===== src/hw/rtl/hrm_pkg.sv =====
`default_nettype none

package hrm_pkg;

  // Field widths of one transaction
  localparam int CHUNK_W  = 4;
  localparam int VAR_W    = 4;
  localparam int OP_W     = 2;
  localparam int STATUS_W = 2;
  // Chunk indices are 4 bits wide, so no more than 16 chunks can be reported
  localparam int MAX_REPORT = 16;

  // Operation codes
  localparam logic [OP_W-1:0] OP_ALLOC = 2'd0;
  localparam logic [OP_W-1:0] OP_SET   = 2'd1;
  localparam logic [OP_W-1:0] OP_LINK  = 2'd2;
  localparam logic [OP_W-1:0] OP_SWEEP = 2'd3;

  // Result status codes
  localparam logic [STATUS_W-1:0] ST_OK     = 2'd0;
  localparam logic [STATUS_W-1:0] ST_FULL   = 2'd1;
  localparam logic [STATUS_W-1:0] ST_NALLOC = 2'd2;

  // Commands from the controller to the datapath
  typedef struct packed {
    logic exec;    // run a single-result operation on the incoming transaction
    logic seed;    // load marks from the valid roots
    logic expand;  // one round of frontier expansion
    logic emit;    // load the next sweep result into the output register
  } cmd_t;

  // Status from the datapath to the controller
  typedef struct packed {
    logic out_free;    // output register can take a result this cycle
    logic round_last;  // final expansion round
    logic emit_last;   // result being emitted is the last chunk
    logic heap_empty;  // no chunk allocated
  } sts_t;

endpackage

`default_nettype wire


===== src/hw/rtl/hrm_ctrl.sv =====
`default_nettype none

module hrm_ctrl (
  input  wire logic                   clk_i,
  input  wire logic                   rst_ni,
  input  wire logic                   in_valid_i,
  input  wire logic [hrm_pkg::OP_W-1:0] in_op_i,
  input  wire hrm_pkg::sts_t          sts_i,
  output logic                        in_ready_o,
  output hrm_pkg::cmd_t               cmd_o
);

  localparam logic [1:0] S_IDLE   = 2'd0;
  localparam logic [1:0] S_SEED   = 2'd1;
  localparam logic [1:0] S_EXPAND = 2'd2;
  localparam logic [1:0] S_EMIT   = 2'd3;

  logic [1:0] state_q, state_d;
  logic       accept;

  // Take a transaction only when idle and the output register can be refilled
  assign in_ready_o = (state_q == S_IDLE) && sts_i.out_free;
  assign accept     = in_valid_i && in_ready_o;

  always_comb begin
    cmd_o        = '0;
    cmd_o.exec   = accept && (in_op_i != hrm_pkg::OP_SWEEP);
    cmd_o.seed   = (state_q == S_SEED);
    cmd_o.expand = (state_q == S_EXPAND);
    cmd_o.emit   = (state_q == S_EMIT) && sts_i.out_free;
  end

  // Advance through seed, expansion rounds and result emission
  always_comb begin
    state_d = state_q;
    case (state_q)
      S_IDLE: begin
        if (accept && (in_op_i == hrm_pkg::OP_SWEEP)) state_d = S_SEED;
      end
      S_SEED: begin
        state_d = S_EXPAND;
      end
      S_EXPAND: begin
        if (sts_i.round_last) state_d = sts_i.heap_empty ? S_IDLE : S_EMIT;
      end
      S_EMIT: begin
        if (sts_i.out_free && sts_i.emit_last) state_d = S_IDLE;
      end
      default: begin
        state_d = S_IDLE;
      end
    endcase
  end

  always_ff @(posedge clk_i or negedge rst_ni) begin
    if (!rst_ni) begin
      state_q <= S_IDLE;
    end else begin
      state_q <= state_d;
    end
  end

endmodule

`default_nettype wire


===== src/hw/rtl/hrm_dp.sv =====
`default_nettype none

module hrm_dp #(
  parameter int HEAP_CHUNKS = 16,
  parameter int ROOT_VARS   = 16
) (
  input  wire logic                          clk_i,
  input  wire logic                          rst_ni,
  input  wire hrm_pkg::cmd_t                 cmd_i,
  input  wire logic [hrm_pkg::OP_W-1:0]      op_i,
  input  wire logic [hrm_pkg::VAR_W-1:0]     var_index_i,
  input  wire logic                          has_chunk_i,
  input  wire logic [hrm_pkg::CHUNK_W-1:0]   chunk_a_i,
  input  wire logic [hrm_pkg::CHUNK_W-1:0]   chunk_b_i,
  input  wire logic                          out_ready_i,
  output hrm_pkg::sts_t                      sts_o,
  output logic                               out_valid_o,
  output logic [hrm_pkg::CHUNK_W-1:0]        out_chunk_index_o,
  output logic                               out_reachable_o,
  output logic [hrm_pkg::STATUS_W-1:0]       out_status_o,
  output logic                               out_last_o
);

  localparam int CAP   = (HEAP_CHUNKS < hrm_pkg::MAX_REPORT) ? HEAP_CHUNKS
                                                             : hrm_pkg::MAX_REPORT;
  localparam int IDX_W = $clog2(CAP);
  localparam int CNT_W = $clog2(CAP + 1);
  localparam int CMP_W = hrm_pkg::CHUNK_W + 1;
  localparam int RV    = (ROOT_VARS < (1 << hrm_pkg::VAR_W)) ? ROOT_VARS
                                                             : (1 << hrm_pkg::VAR_W);
  localparam int RV_W  = (RV > 1) ? $clog2(RV) : 1;

  logic [CNT_W-1:0]            count_q;
  logic [CAP-1:0]              link_q [CAP];
  logic [CAP-1:0]              mark_q;
  logic [RV-1:0]               root_vld_q;
  logic [hrm_pkg::CHUNK_W-1:0] root_tgt_q [RV];
  logic [IDX_W-1:0]            rnd_q;
  logic [IDX_W-1:0]            emit_q;

  logic                          out_valid_q;
  logic [hrm_pkg::CHUNK_W-1:0]   out_idx_q, out_idx_d;
  logic                          out_reach_q, out_reach_d;
  logic [hrm_pkg::STATUS_W-1:0]  out_status_q, out_status_d;
  logic                          out_last_q, out_last_d;

  logic           full, a_ok, b_ok, var_ok, load;
  logic           do_alloc, do_set, do_link;
  logic [CAP-1:0] seed_mark, grow_mark;

  // Decode the single-result operations
  assign full     = (count_q == CNT_W'(CAP));
  assign a_ok     = (CMP_W'(chunk_a_i) < CMP_W'(count_q));
  assign b_ok     = (CMP_W'(chunk_b_i) < CMP_W'(count_q));
  assign var_ok   = (int'(var_index_i) < RV);
  assign do_alloc = cmd_i.exec && (op_i == hrm_pkg::OP_ALLOC) && !full;
  assign do_set   = cmd_i.exec && (op_i == hrm_pkg::OP_SET) && var_ok &&
                    (!has_chunk_i || a_ok);
  assign do_link  = cmd_i.exec && (op_i == hrm_pkg::OP_LINK) && a_ok && b_ok;

  // Mark the targets of valid roots that point into the heap
  always_comb begin
    seed_mark = '0;
    for (int r = 0; r < RV; r++) begin
      if (root_vld_q[r] && (CMP_W'(root_tgt_q[r]) < CMP_W'(count_q))) begin
        seed_mark[root_tgt_q[r][IDX_W-1:0]] = 1'b1;
      end
    end
  end

  // One round: add the links of every marked chunk
  always_comb begin
    grow_mark = mark_q;
    for (int i = 0; i < CAP; i++) begin
      if (mark_q[i] && (CNT_W'(i) < count_q)) grow_mark = grow_mark | link_q[i];
    end
  end

  // Heap size, links and marks
  always_ff @(posedge clk_i or negedge rst_ni) begin
    if (!rst_ni) begin
      count_q <= '0;
      mark_q  <= '0;
      for (int i = 0; i < CAP; i++) link_q[i] <= '0;
    end else begin
      if (do_alloc) begin
        count_q                     <= count_q + CNT_W'(1);
        link_q[count_q[IDX_W-1:0]]  <= '0;
        mark_q[count_q[IDX_W-1:0]]  <= 1'b0;
      end
      if (do_link) link_q[chunk_a_i[IDX_W-1:0]][chunk_b_i[IDX_W-1:0]] <= 1'b1;
      if (cmd_i.seed) mark_q <= seed_mark;
      else if (cmd_i.expand) mark_q <= grow_mark;
    end
  end

  // Root variables
  always_ff @(posedge clk_i or negedge rst_ni) begin
    if (!rst_ni) begin
      root_vld_q <= '0;
    end else if (do_set) begin
      root_vld_q[var_index_i[RV_W-1:0]] <= has_chunk_i;
    end
  end

  always_ff @(posedge clk_i) begin
    if (do_set && has_chunk_i) root_tgt_q[var_index_i[RV_W-1:0]] <= chunk_a_i;
  end

  // Expansion round and emission counters
  always_ff @(posedge clk_i or negedge rst_ni) begin
    if (!rst_ni) begin
      rnd_q  <= '0;
      emit_q <= '0;
    end else begin
      if (cmd_i.seed) begin
        rnd_q  <= '0;
        emit_q <= '0;
      end else begin
        if (cmd_i.expand) rnd_q <= rnd_q + IDX_W'(1);
        if (cmd_i.emit) emit_q <= emit_q + IDX_W'(1);
      end
    end
  end

  // Select the next result
  always_comb begin
    out_idx_d    = '0;
    out_reach_d  = 1'b0;
    out_status_d = hrm_pkg::ST_OK;
    out_last_d   = 1'b1;
    if (cmd_i.emit) begin
      out_idx_d   = hrm_pkg::CHUNK_W'(emit_q);
      out_reach_d = mark_q[emit_q];
      out_last_d  = sts_o.emit_last;
    end else begin
      case (op_i)
        hrm_pkg::OP_ALLOC: begin
          if (full) out_status_d = hrm_pkg::ST_FULL;
          else out_idx_d = hrm_pkg::CHUNK_W'(count_q);
        end
        hrm_pkg::OP_SET: begin
          if (has_chunk_i && !a_ok) out_status_d = hrm_pkg::ST_NALLOC;
        end
        hrm_pkg::OP_LINK: begin
          if (!(a_ok && b_ok)) out_status_d = hrm_pkg::ST_NALLOC;
        end
        default: begin
          out_status_d = hrm_pkg::ST_OK;
        end
      endcase
    end
  end

  // Output register: load a result, drop it once taken
  assign load = cmd_i.exec || cmd_i.emit;

  always_ff @(posedge clk_i or negedge rst_ni) begin
    if (!rst_ni) begin
      out_valid_q <= 1'b0;
    end else if (load) begin
      out_valid_q <= 1'b1;
    end else if (out_ready_i) begin
      out_valid_q <= 1'b0;
    end
  end

  always_ff @(posedge clk_i) begin
    if (load) begin
      out_idx_q    <= out_idx_d;
      out_reach_q  <= out_reach_d;
      out_status_q <= out_status_d;
      out_last_q   <= out_last_d;
    end
  end

  always_comb begin
    sts_o            = '0;
    sts_o.out_free   = !out_valid_q || out_ready_i;
    sts_o.round_last = (rnd_q == IDX_W'(CAP - 1));
    sts_o.emit_last  = ((CNT_W'(emit_q) + CNT_W'(1)) == count_q);
    sts_o.heap_empty = (count_q == '0);
  end

  assign out_valid_o       = out_valid_q;
  assign out_chunk_index_o = out_idx_q;
  assign out_reachable_o   = out_reach_q;
  assign out_status_o      = out_status_q;
  assign out_last_o        = out_last_q;

endmodule

`default_nettype wire


===== src/hw/rtl/heap_reachability_marker_unit.sv =====
// Heap reachability marker: a small heap of chunks with a link matrix and a
// set of root variables, answering mark-and-sweep reachability queries.
// Input channel s_axis: one transaction per operation, kind in tuser
// (allocate, set root, add link, sweep), operands in tdata.
// Output channel m_axis: result transactions; tlast marks the final result
// of one input transaction, tuser carries the status code.
// Allocate, set root and add link give one result, valid the cycle after
// acceptance; the next transaction is taken in that same cycle if the
// output register is free or being drained.
// A sweep runs a seed step, then C expansion rounds, one round per cycle on
// the link-matrix OR tree (C = min(HEAP_CHUNKS, 16)), then one result per
// allocated chunk per cycle while the output register is free. No input is
// taken during a sweep.
// When m_axis_tready is low the pending result holds in the output register
// and s_axis_tready stays low until it is taken.
// Reset empties the heap, clears all links, roots and marks; no clearing
// pass is needed.
`default_nettype none

module heap_reachability_marker_unit #(
  parameter int HEAP_CHUNKS = 16,
  parameter int ROOT_VARS   = 16
) (
  input  wire logic        clk_i,
  input  wire logic        rst_ni,
  input  wire logic        s_axis_tvalid,
  output logic             s_axis_tready,
  // [3:0] var_index, [4] has_chunk, [8:5] chunk_a, [12:9] chunk_b, [15:13] zero
  input  wire logic [15:0] s_axis_tdata,
  // [1:0] operation
  input  wire logic [1:0]  s_axis_tuser,
  output logic             m_axis_tvalid,
  input  wire logic        m_axis_tready,
  // [3:0] chunk_index, [4] reachable, [7:5] zero
  output logic [7:0]       m_axis_tdata,
  // [1:0] status
  output logic [1:0]       m_axis_tuser,
  output logic             m_axis_tlast
);

  hrm_pkg::cmd_t               cmd;
  hrm_pkg::sts_t               sts;
  logic [hrm_pkg::CHUNK_W-1:0] out_idx;
  logic                        out_reach;

  hrm_ctrl u_ctrl (
    .clk_i      (clk_i),
    .rst_ni     (rst_ni),
    .in_valid_i (s_axis_tvalid),
    .in_op_i    (s_axis_tuser),
    .sts_i      (sts),
    .in_ready_o (s_axis_tready),
    .cmd_o      (cmd)
  );

  hrm_dp #(
    .HEAP_CHUNKS (HEAP_CHUNKS),
    .ROOT_VARS   (ROOT_VARS)
  ) u_dp (
    .clk_i             (clk_i),
    .rst_ni            (rst_ni),
    .cmd_i             (cmd),
    .op_i              (s_axis_tuser),
    .var_index_i       (s_axis_tdata[3:0]),
    .has_chunk_i       (s_axis_tdata[4]),
    .chunk_a_i         (s_axis_tdata[8:5]),
    .chunk_b_i         (s_axis_tdata[12:9]),
    .out_ready_i       (m_axis_tready),
    .sts_o             (sts),
    .out_valid_o       (m_axis_tvalid),
    .out_chunk_index_o (out_idx),
    .out_reachable_o   (out_reach),
    .out_status_o      (m_axis_tuser),
    .out_last_o        (m_axis_tlast)
  );

  assign m_axis_tdata = {3'b000, out_reach, out_idx};

  // A stalled result blocks new input
  assert property (@(posedge clk_i) disable iff (!rst_ni)
    (m_axis_tvalid && !m_axis_tready) |-> !s_axis_tready)
    else $error("input accepted while a result is stalled");

  // Single-result operations answer in the next cycle with tlast
  assert property (@(posedge clk_i) disable iff (!rst_ni)
    (s_axis_tvalid && s_axis_tready && (s_axis_tuser != hrm_pkg::OP_SWEEP))
    |=> (m_axis_tvalid && m_axis_tlast))
    else $error("single-result operation did not answer");

  // A sweep holds off input while it runs
  assert property (@(posedge clk_i) disable iff (!rst_ni)
    (s_axis_tvalid && s_axis_tready && (s_axis_tuser == hrm_pkg::OP_SWEEP))
    |=> !s_axis_tready)
    else $error("input accepted during a sweep");

  // A reachable verdict only comes with an ok status
  assert property (@(posedge clk_i) disable iff (!rst_ni)
    (m_axis_tvalid && m_axis_tdata[4]) |-> (m_axis_tuser == hrm_pkg::ST_OK))
    else $error("reachable result carries an error status");

endmodule

`default_nettype wire

===== config.mk =====
export PLATFORM = sky130hd
export DESIGN_NAME = heap_reachability_marker_unit
export DESIGN_NICKNAME = d
export VERILOG_FILES = /design/src/hw/rtl/hrm_pkg.sv /design/src/hw/rtl/hrm_ctrl.sv /design/src/hw/rtl/hrm_dp.sv /design/src/hw/rtl/heap_reachability_marker_unit.sv
export SDC_FILE = /design/constraint.sdc
export NUM_CORES = 1
export LEC_CHECK = 0
export ABC_CLOCK_PERIOD_IN_PS = 3400
export BUFFER_PORTS_ARGS = -buffer_cell sky130_fd_sc_hd__buf_2
export CAP_MARGIN = 20
export CELL_PAD_IN_SITES_DETAIL_PLACEMENT = 0
export CELL_PAD_IN_SITES_GLOBAL_PLACEMENT = 1
export CORE_MARGIN = 2
export CORE_UTILIZATION = 30
export CTS_CLUSTER_SIZE = 14
export DETAILED_ROUTE_END_ITERATION = 6
export GPL_ROUTABILITY_DRIVEN = 1
export PLACE_DENSITY_LB_ADDON = 0.1
export SYNTH_ARGS = -nofsm -noshare
export SYNTH_HDL_FRONTEND = slang
export SYNTH_SLANG_ARGS = --single-unit

===== constraint.sdc =====
create_clock -name clk_i -period 3.4 [get_ports clk_i]
set_input_delay 0.68 -clock clk_i [delete_from_list [all_inputs] [get_ports clk_i]]
set_output_delay 0.68 -clock clk_i [all_outputs]
set_load 0.01 [all_outputs]

* Word level (Yosys, flattened, before mapping) *
Memories as Yosys holds them, arrays and structs flattened.
Index checks and enable logic that the tools add are counted.
W data, S select, Z words.

storage, ports and cells
  ROM bits = 0
  memories kept = 1
  output and inout port bits = 13
  register bits = 312
  bits in latches = 0
  word-level logic and storage cells = 346
  RAM bits = 64

operators by class
  shift operators = 0
  $add $sub $neg = 4
  divide/modulo/power cells = 0
  reductions and logical operators = 84
  magnitude comparators = 77
  eq/ne operators = 13
  mux-type cells = 102
  bitwise logic cells = 38
  multipliers = 0

memory list
  name             words  width  read ports  clocked after Yosys merged registers in  wr ports  RTL line      RTL
  u_dp.root_tgt_q  16     4      16          0                                        1         hrm_dp.sv:37  logic [hrm_pkg::CHUNK_W-1:0] root_tgt_q [RV];

operator list
  operator              number
  $mux W16              37
  $mux W256             2
  $or A16 B16 Y16       31
  $and A256 B256 Y256   1
  $not A256 Y256        1
  $or A256 B256 Y256    1
  $demux W16 S4         2
  $lt A4 B5 Y1 const B  20
  $lt A4 B5 Y1          18
  $demux W1 S4          19
  $ge A4 B1 Y1 const B  19
  $logic_and A1 B1 Y1   69
  $lt A4 B5 Y1 const A  8
  $mux W4               7
  $mux W1               25
  $lt A3 B5 Y1 const A  4
  $and A16 B16 Y16      1
  $bwmux W16            1
  $not A16 Y16          1
  $mux W2               6
  $ge A5 B5 Y1 const B  2
  $lt A1 B5 Y1 const A  2
  $lt A2 B5 Y1 const A  2
  $lt A5 B1 Y1 const B  2
  21 further kinds      37

* Depth between registers and ports, before layout *
Gate-level depths: netlist of the first run.
An unclocked memory read counts as a cell.

  word-level depth = 37
  mapped depth = 11
  depth with buffers taken out = 9

* By module *
Synthesis of the first run repeated with hierarchy kept, for this count alone.

unflattened totals
  cell total of the unflattened synthesis = 2108
  area, all modules = 19638.8 um2

by module, submodules not included
  module                         instances  sequential area each (um2)  cells each  area each (um2)
  hrm_dp                         1          9369.0                      2087        19467.4
  hrm_ctrl                       1          50.0                        16          137.6
  heap_reachability_marker_unit  1          0.0                         5           33.8

* Worst setup path before layout of the first run *
OpenSTA, ideal clock, no wires.

  path type = register -> register
  start point = register u_dp.count_q[1]
  end point = memory u_dp.root_tgt_q[0][0] in the netlist's numbering, enable pin
  path buffers = 0
  data required time = 3.039 ns
  arrival = 2.474 ns
  stages on the path, launching flop included = 9
  slack = 0.564 ns
  clock period less this slack = 2.836 ns
  path through = dfrtp_1 inv_1 ha_1 a21o_1 a21o_1 a21o_1 a21oi_1 nand2_1 nor3_1

on the way
  word-level cells in the longest chain between the ends = 6

RTL lines
  what                           RTL line       RTL
  start: declaration             hrm_dp.sv:33   logic [CNT_W-1:0] count_q;
  start signal: assignment       hrm_dp.sv:87   count_q <= count_q + CNT_W'(1);
  $lt A4 B5 Y1                   hrm_dp.sv:53   assign a_ok = (CMP_W'(chunk_a_i) < CMP_W'(count_q));
  $logic_or A1 B1 Y1             hrm_dp.sv:58   (!has_chunk_i || a_ok);
  $logic_and A1 B1 Y1            hrm_dp.sv:57   assign do_set = cmd_i.exec && (op_i == hrm_pkg::OP_SET) && var_ok &&
  $logic_and A1 B1 Y1            hrm_dp.sv:107  if (do_set && has_chunk_i) root_tgt_q[var_index_i[RV_W-1:0]] <= chunk_a_i;
  $mux W1                        hrm_dp.sv:107
  $mux W1 (not written as such)  hrm_dp.sv:107
  end: declaration               hrm_dp.sv:37

No other way between the ends.

* Final worst setup path of the first run *
  start point = register u_dp.count_q[2]
  end point = register u_dp.mark_q[8]

on the way
  word-level cells in the longest chain between the ends = 35
  elaborated cells on any way between the ends = 140

RTL lines
  what                    RTL line      RTL
  $lt A1 B5 Y1            hrm_dp.sv:75  if (mark_q[i] && (CNT_W'(i) < count_q)) grow_mark = grow_mark | link_q[i];
  $logic_and A1 B1 Y1     hrm_dp.sv:75
  $mux W16                hrm_dp.sv:75
  $or A16 B16 Y16         hrm_dp.sv:75
  $mux W16                hrm_dp.sv:75
  $or A16 B16 Y16         hrm_dp.sv:75
  $mux W16                hrm_dp.sv:75
  $or A16 B16 Y16         hrm_dp.sv:75
  [19 not listed]         n/a
  $or A16 B16 Y16         hrm_dp.sv:75
  $mux W16                hrm_dp.sv:75
  $or A16 B16 Y16         hrm_dp.sv:75
  $mux W16                hrm_dp.sv:75
  $or A16 B16 Y16         hrm_dp.sv:75
  $mux W16                hrm_dp.sv:75
  $mux W16                hrm_dp.sv:93  else if (cmd_i.expand) mark_q <= grow_mark;
  $mux W16                hrm_dp.sv:92  if (cmd_i.seed) mark_q <= seed_mark;
  end signal: assignment  hrm_dp.sv:92
  end signal: assignment  hrm_dp.sv:93
  end: declaration        hrm_dp.sv:35  logic [CAP-1:0] mark_q;

Several ways; a longest one is shown, not always the timed one. The select of a mux whose other input is x is not followed.
A chain may end at the register's enable or synchronous reset.

==> qor.txt, run 1 <==
Num CTS Buffers - 46
Worst vdd ir - 0.000348 V
CTS tree - yes
Clock Path Buffers - 3
DRC - 0
Antenna violations before repair - 0
Prevailing post-synth register cell - dfrtp_1
WP data arrival - 3.67 ns
Synth area leaders - dfrtp_1, edfxtp_1, nand2_1
Largest net degree at the start of global routing - 91
Worst-skew pair later-pin latency - 0.62 ns
Synthesis warning total - 0
Period Utilization, post-route - 95.3%
1st-iter DRT viols - 1476
Synth Area in Compound Gates - 21.3%
First-pass GRT wire length - 129 mm
Simple logic cell fraction of the synthesized area - 21.3%
Placer Congestion - 0.951
GRT Resource Usage Total - 26.0%
Post-synthesis instance area - 19800 um2
Reg2Reg Depth - 11
Final Hold Viols - 0
Vias after detailed routing - 17900
CP bufs+invs - 3
Fraction of layout cells with a size suffix above 1 - 12.3%
Area Growth Syn to Fin - 17.7%
Flop2flop setup slack - 0.16 ns
Reg2reg end - u_dp.mark_q[8]
Die ar. - 68000 um2
Die height - 261 um
Library cells used by synthesis - 81
Main combinational cell family by area after synthesis - compound AO/OA/AOI/OAI gates
Logic pwr share - 31.8%
Dominant cell type by area after synthesis - dfrtp_1
Post-Syn Instances - 2160
#FFs+latches synth - 364
Worst Path Max Fanout - 6
Antenna Diode Count - 0
Share of the yosys chip area belonging to registers - 47.9%
Final WS setup - 0.158 ns
Fillers - 6788
Wire per inst - 27.9 um
Crit-path max cell delay - 0.49 ns
Setup WS pre-CTS - 0.0538 ns
Row count - 94
Switching power of the nets - 5400 uW
Ys async rst share - 80.2%
Crit-path cells - inv_1 -> buf_4 -> ha_1 -> nand2_1 -> o21ai_0 -> buf_4 -> a21oi_1 -> a221oi_1 -> o211ai_1 -> nor3_1 -> a31oi_1
Max Clock Freq - 308 MHz
XOR/XNOR Fraction of Synth Area - 0.532%
Outcome - finished, final reports clean
Pwr dens - 624 nW/um2
Clock share of power - 33.3%
Overflow left after global routing - 0
Worst setup EP type - register
Worst Setup Start Kind - register
Crit-path leading delay family - compound AO/OA/AOI/OAI gates
Layout Skew - 0.0249 ns
Via density per instance - 5.68
Sequential power share - 34.9%
Unrepaired setup endpoints after global routing - false
Switching Fraction - 37.2%
Int Pwr - 9120 uW
Most numerous cell types in the synthesized netlist - nand2_1, dfrtp_1, o21ai_0, nand3_1, clkbuf_1
Post-DP HPWL - 63.0 mm
Worst-path clk slew - 0.06 ns
Worst flop-to-flop path startpoint - u_dp.count_q[2]
Chip Width - 261 um
IO buf count - 28
Sink Count - 364
Core area - 65500 um2
Mux share of post-synthesis cell area - 1.37%
Ports - 35
Setup bufs post-CTS - 0
Root buf cell - clkbuf_16
Leak - 0.00909 uW
Slew HR - 21.8%
Post-layout min period - 3.24 ns
Hold WC Path Type - input port to asynchronous set/reset pin
Total Power - 14500 uW
CP most frequent cell - buf_4
CP required - 3.82 ns
Fin. max-slew vios - 0
Register area - 9470 um2
Area of the multi-input gates - 9720 um2
Worst slew pin tran - 1.17 ns
Number of endpoints failing setup at the final stage - 0
Router iterations before antenna repair - 6
Nets - 2343
Starting density of the core - 30.2%
Slowest-stage cell, CP - a221oi_1
H-tree levels - 2
Post-synthesis area per instance - 9.15 um2
Leading cell type by number of instances after synthesis - nand2_1
Post-route ant nets - 0
CP Class - register to register
Post-synth EDFFs - 72
Adder-cell share of the synthesized area - 4.05%
Routed Wire Length - 88.0 mm
Vias in the first global route - 18000
Post-synth top area share - 37.0%
Sum of negative setup slack - 0 ns
Maxcap violations - 0
# hold bufs at CTS - 0
[cells by family after synthesis]
family          count (synthesis)
simple gates                  891
compound gates                646
flops                         364
buf+inv                       163
fa+ha+maj                      64
mux                            19
xor+xnor                       12
other cells                     1
[state kept, by name, indices dropped and copies added (netlist names), 4 cells and up]
name	count
u_dp.link_q	244
u_dp.root_tgt_q	64
u_dp.mark_q	16
u_dp.root_vld_q	16
u_dp.count_q	5
u_dp.emit_q	4
u_dp.out_chunk_index_o	4
u_dp.rnd_q	4
[cells in the final DEF, fill, tap and decap left out, types with 18 or more instances in the layout]
master     Yosys  routed
nand2b_1      31      31
a22oi_1       83      83
nor2b_1       58      58
inv_1         39      38
nor2_1        80      80
nor3_1        34      33
buf_4          9     129
o21ai_0      282     282
a32oi_1       18      18
edfxtp_1      72      72
a211oi_1      19      19
ha_1          64      64
a21oi_1       53      53
nand3_1      117     117
a221oi_1      32      32
buf_2         22      27
dfrtp_1      292     291
clkbuf_16      0      47
nand4_1       35      35
clkbuf_1      85      21
nand2_1      435     435
and2_1        21      21
[per-layer routing]
metal	GRT usage, %	vias to the layer above	share of wire [%]	wire length [um]
li1	-	8163	-	-
met3	2.76	168	3.9	3450
met1	33.6	9081	43	37900
met4	12.1	0	5.2	4580
met5	0	-	0	0
met2	43.8	522	48	42000
[worst max-delay path by stage]
stage	startpoint	endpoint	slack, ns	depth (start not counted)
after floorplan	u_dp.count_q[1]	u_dp.root_tgt_q[0][0]	0.56	8
after global placement	u_dp.count_q[3]	u_dp.mark_q[7]	0.08	11
after detailed placement	u_dp.count_q[3]	u_dp.mark_q[7]	0.05	11
after CTS	u_dp.count_q[3]	u_dp.mark_q[7]	0.02	11
after global routing	u_dp.count_q[2]	u_dp.mark_q[8]	0.03	11
final	u_dp.count_q[2]	u_dp.mark_q[8]	0.16	11
[cell type report]
class | instances | share of cell area [%]
Inverter | 40 | 0.662
Clock buffer | 72 | 5.63
Sequential cell | 364 | 40.7
Multi-Input combinational cell | 1635 | 41.8
Clock inverter | 10 | 0.656
Tap cell | 864 | 4.65
Timing Repair Buffer | 170 | 5.93
[stage by stage]
| step | util, % | instances | hold slack (ns) | instance area [um2] |
|---|---|---|---|---|
| 4_1_cts | 35.5 | 3155 | 0.0962 | 23200 |
| 5_1_grt | 35.5 | 3155 | 0.114 | 23300 |
| 2_1_floorplan | - | 2162 | 0.384 | 19800 |
| 3_3_place_gp | 33.2 | 3073 | 0.461 | 21800 |
| 3_5_place_dp | 33.2 | 3073 | 0.470 | 21800 |
| 6_report | 35.5 | 3155 | 0.0400 | 23300 |
[worst reg2reg max path, stage by stage, from the launching register on]
cell and delay (ns):
dfrtp_1 0.45, inv_1 0.19, buf_4 0.20, ha_1 0.28, nand2_1 0.04, o21ai_0 0.31
buf_4 0.19, a21oi_1 0.07, a221oi_1 0.49, o211ai_1 0.17, nor3_1 0.42, a31oi_1 0.25
[power by group through the flow]
| stage | clock [uW] | sequential [uW] | combinational (uW) |
|---|---|---|---|
| floorplan | 0 | 4960 | 2550 |
| global placement | 0 | 5140 | 4520 |
| detailed placement | 0 | 5140 | 4580 |
| CTS | 4940 | 5070 | 4600 |
| global route | 5120 | 5090 | 5000 |
| finish | 4830 | 5070 | 4620 |
[repair_timing]
| action | in CTS | in global routing |
|---|---|---|
| setup endpoints to repair | 0 | 4 |
| hold endpoints to repair | 0 | 0 |
| gates resized for setup | 0 | 7 |
Power figures use the tool's default switching activity.
==> run 2, diff against run 1 <==
--- a/config.mk
+++ b/config.mk
@@ -5,6 +5,7 @@
 export SDC_FILE = /design/constraint.sdc
 export NUM_CORES = 1
 export LEC_CHECK = 0
+export ABC_AREA = 1
 export ABC_CLOCK_PERIOD_IN_PS = 3400
 export BUFFER_PORTS_ARGS = -buffer_cell sky130_fd_sc_hd__buf_2
 export CAP_MARGIN = 20
==> run 2 against run 1 <==
Hold slack improved by 0.034 ns. Sequential power up 4.5%. Final area rose by 11%. First-iteration DRC count is 44% higher. Maximum frequency is 4.3% higher. Non-clock buffer count shrank 28. Final cell count is 37% higher. Critical path type unchanged. Highest routed layer unchanged.
==> qor.txt, run 2 <==
Outcome - finished, final reports clean
Core area - 75700 um2
CTS tree - yes
Row count - 101
Post-synth top area share - 32.0%
Largest net degree at the start of global routing - 80
Die ar. - 78500 um2
Slew HR - 25.7%
Unrepaired setup endpoints after global routing - false
First-pass GRT wire length - 143 mm
Maxcap violations - 0
GRT Resource Usage Total - 24.9%
Overflow left after global routing - 0
Die height - 280 um
Most frequent cells in the layout - nand2_1, nor2_1, o21ai_0, dfrtp_1, inv_1
#FFs+latches synth - 365
Fraction of layout cells with a size suffix above 1 - 8.56%
Router iterations before antenna repair - 6
Synthesis warning total - 0
Placer Congestion - 0.878
CP required - 3.91 ns
Wire per inst - 22.7 um
Nets - 3400
Post-layout min period - 3.11 ns
Area of the multi-input gates - 11500 um2
Worst vdd ir - 0.000318 V
Final Hold Viols - 0
Layout Utilization - 34.2%
Fin. max-slew vios - 0
Most numerous cell types in the synthesized netlist - nand2_1, nor2_1, dfrtp_1, o21ai_0, inv_1
Vias in the first global route - 21400
Leak - 0.0115 uW
Worst Setup Start Kind - register
Worst Path Max Fanout - 47
Post-route ant nets - 0
Root buf cell - clkbuf_16
Layout Skew - 0.0245 ns
DRC - 0
Chip Width - 280 um
Num CTS Buffers - 46
Leading cell type by number of instances after synthesis - nand2_1
Setup bufs post-CTS - 0
Prevailing post-synth register cell - dfrtp_1
Worst-skew pair later-pin latency - 0.62 ns
Ports - 35
Hold WC Path Type - input port to asynchronous set/reset pin
Routed Wire Length - 98.1 mm
1st-iter DRT viols - 2125
Via density per instance - 5.10
# hold bufs at CTS - 0
IO buf count - 28
Largest register FFs - 245
Placed cell area - 24500 um2
Dominant cell type by area after synthesis - dfrtp_1
Area Growth Syn to Fin - 13.1%
Post-cts sizing count - 0
Fin area - 25900 um2
Number of endpoints failing setup at the final stage - 0
Sum of negative setup slack - 0 ns
Post-DP HPWL - 69.7 mm
Max Clock Freq - 322 MHz
H-tree levels - 2
Setup WS pre-CTS - 0.137 ns
Antenna Diode Count - 0
Period Utilization, post-route - 91.4%
Share of the yosys chip area belonging to registers - 41.5%
Post-synth EDFFs - 72
WP data arrival - 3.62 ns
Vias after detailed routing - 22000
Fillers - 8308
Post-synthesis instance area - 22900 um2
Worst slew pin tran - 1.11 ns
Post-Syn Instances - 3277
Antenna violations before repair - 0
Starting density of the core - 30.2%
Pwr dens - 588 nW/um2
Worst-path clk slew - 0.06 ns
Commonest non-fill, non-tap cell in the layout - nand2_1
Sink Count - 365
Final WS setup - 0.292 ns
Synth area leaders - dfrtp_1, nand2_1, edfxtp_1
Library cells used by synthesis - 43
CP Class - register to register
Post-synthesis area per instance - 6.98 um2
Clock Path Buffers - 3
Register area - 9490 um2
Worst setup EP type - register
Ys async rst share - 80.3%
Most flop-heavy register - u_dp.link_q
## run 2: cell count changes after synthesis, moves of 21 or more
cell and delta:
and2_1 -21, inv_1 +246, nand2b_1 -31, nand2_1 +652
nand4_1 +132, o21ai_1 +24, nor2b_1 -58, a221oi_1 -32
a22oi_1 -83, nand3_1 +131, nor2_1 +299
## run 2: power by group
part | switching (uW) | leakage [uW] | total, uW | internal, uW
clock network | 2040 | 0.000685 | 4700 | 2670
logic | 3770 | 0.00615 | 5210 | 1440
registers | 520 | 0.00469 | 5300 | 4780
total | 6330 | 0.0115 | 15200 | 8880
## run 2: final cells by class
type | instances | share of cell area [%]
tap | 978 | 4.73
sequential | 365 | 36.7
timing repair buffer | 142 | 4.38
inverter | 306 | 4.45
clock buffer | 68 | 5.08
clock inverter | 8 | 0.314
multi-input combinational | 2453 | 44.4
## run 2: metrics by stage
stage                     total power (uW)  cells  hold WS [ns]
after CTS                            15300   4319        0.0886
after global routing                 16000   4320         0.114
after global placement               10500   4243         0.456
after floorplan                       8110   3279         0.384
after detailed placement             10600   4243         0.461
final                                15200   4320        0.0745
## run 2: logic make-up after synthesis
family | after synthesis | share of synthesized area (%)
AND/OR/NAND/NOR | 1967 | 36.7
AO/OA/AOI/OAI | 413 | 9.74
other | 1 | 0.0164
XOR/XNOR | 6 | 0.230
buffers and inverters | 461 | 8.37
adder cells (fa/ha/maj) | 64 | 3.50
flip-flops | 365 | 41.5
## run 2: path summary, 6_finish.rpt
kind                                     from                  to  slack, ns  depth (start not counted)
max in group asynchronous              rst_ni     u_dp.link_q[79]       2.40                          2
setup reg to reg              u_dp.count_q[2]     u_dp.link_q[50]       0.29                         12
setup / recovery              u_dp.count_q[2]     u_dp.link_q[50]       0.29                         12
hold reg to reg            u_dp.root_vld_q[3]  u_dp.root_vld_q[3]       0.47                          2
min in group clk_i              m_axis_tready    u_dp.out_valid_o       0.41                          4
hold / removal                         rst_ni  u_dp.root_vld_q[9]       0.07                          1
## run 2: critical path: stages, from the launching register on
cell	delay [ns]
dfrtp_1	0.45
inv_1	0.15
buf_12	0.19
ha_1	0.25
a21oi_1	0.16
buf_4	0.15
nor2_1	0.04
o21ai_1	0.40
buf_4	0.25
nand4_1	0.17
buf_12	0.22
buf_4	0.29
o21ai_0	0.21
## run 2: metal layers
metal  routed length, um  share of wire, %  GRT usage, %  up-vias
met4                4070               4.2          10.0        0
met3                4250               4.3          2.67      163
met5                   0                 0             0        -
met1               43400                44          32.8    10600
li1                    -                 -             -    10700
met2               46300                47          41.7      565
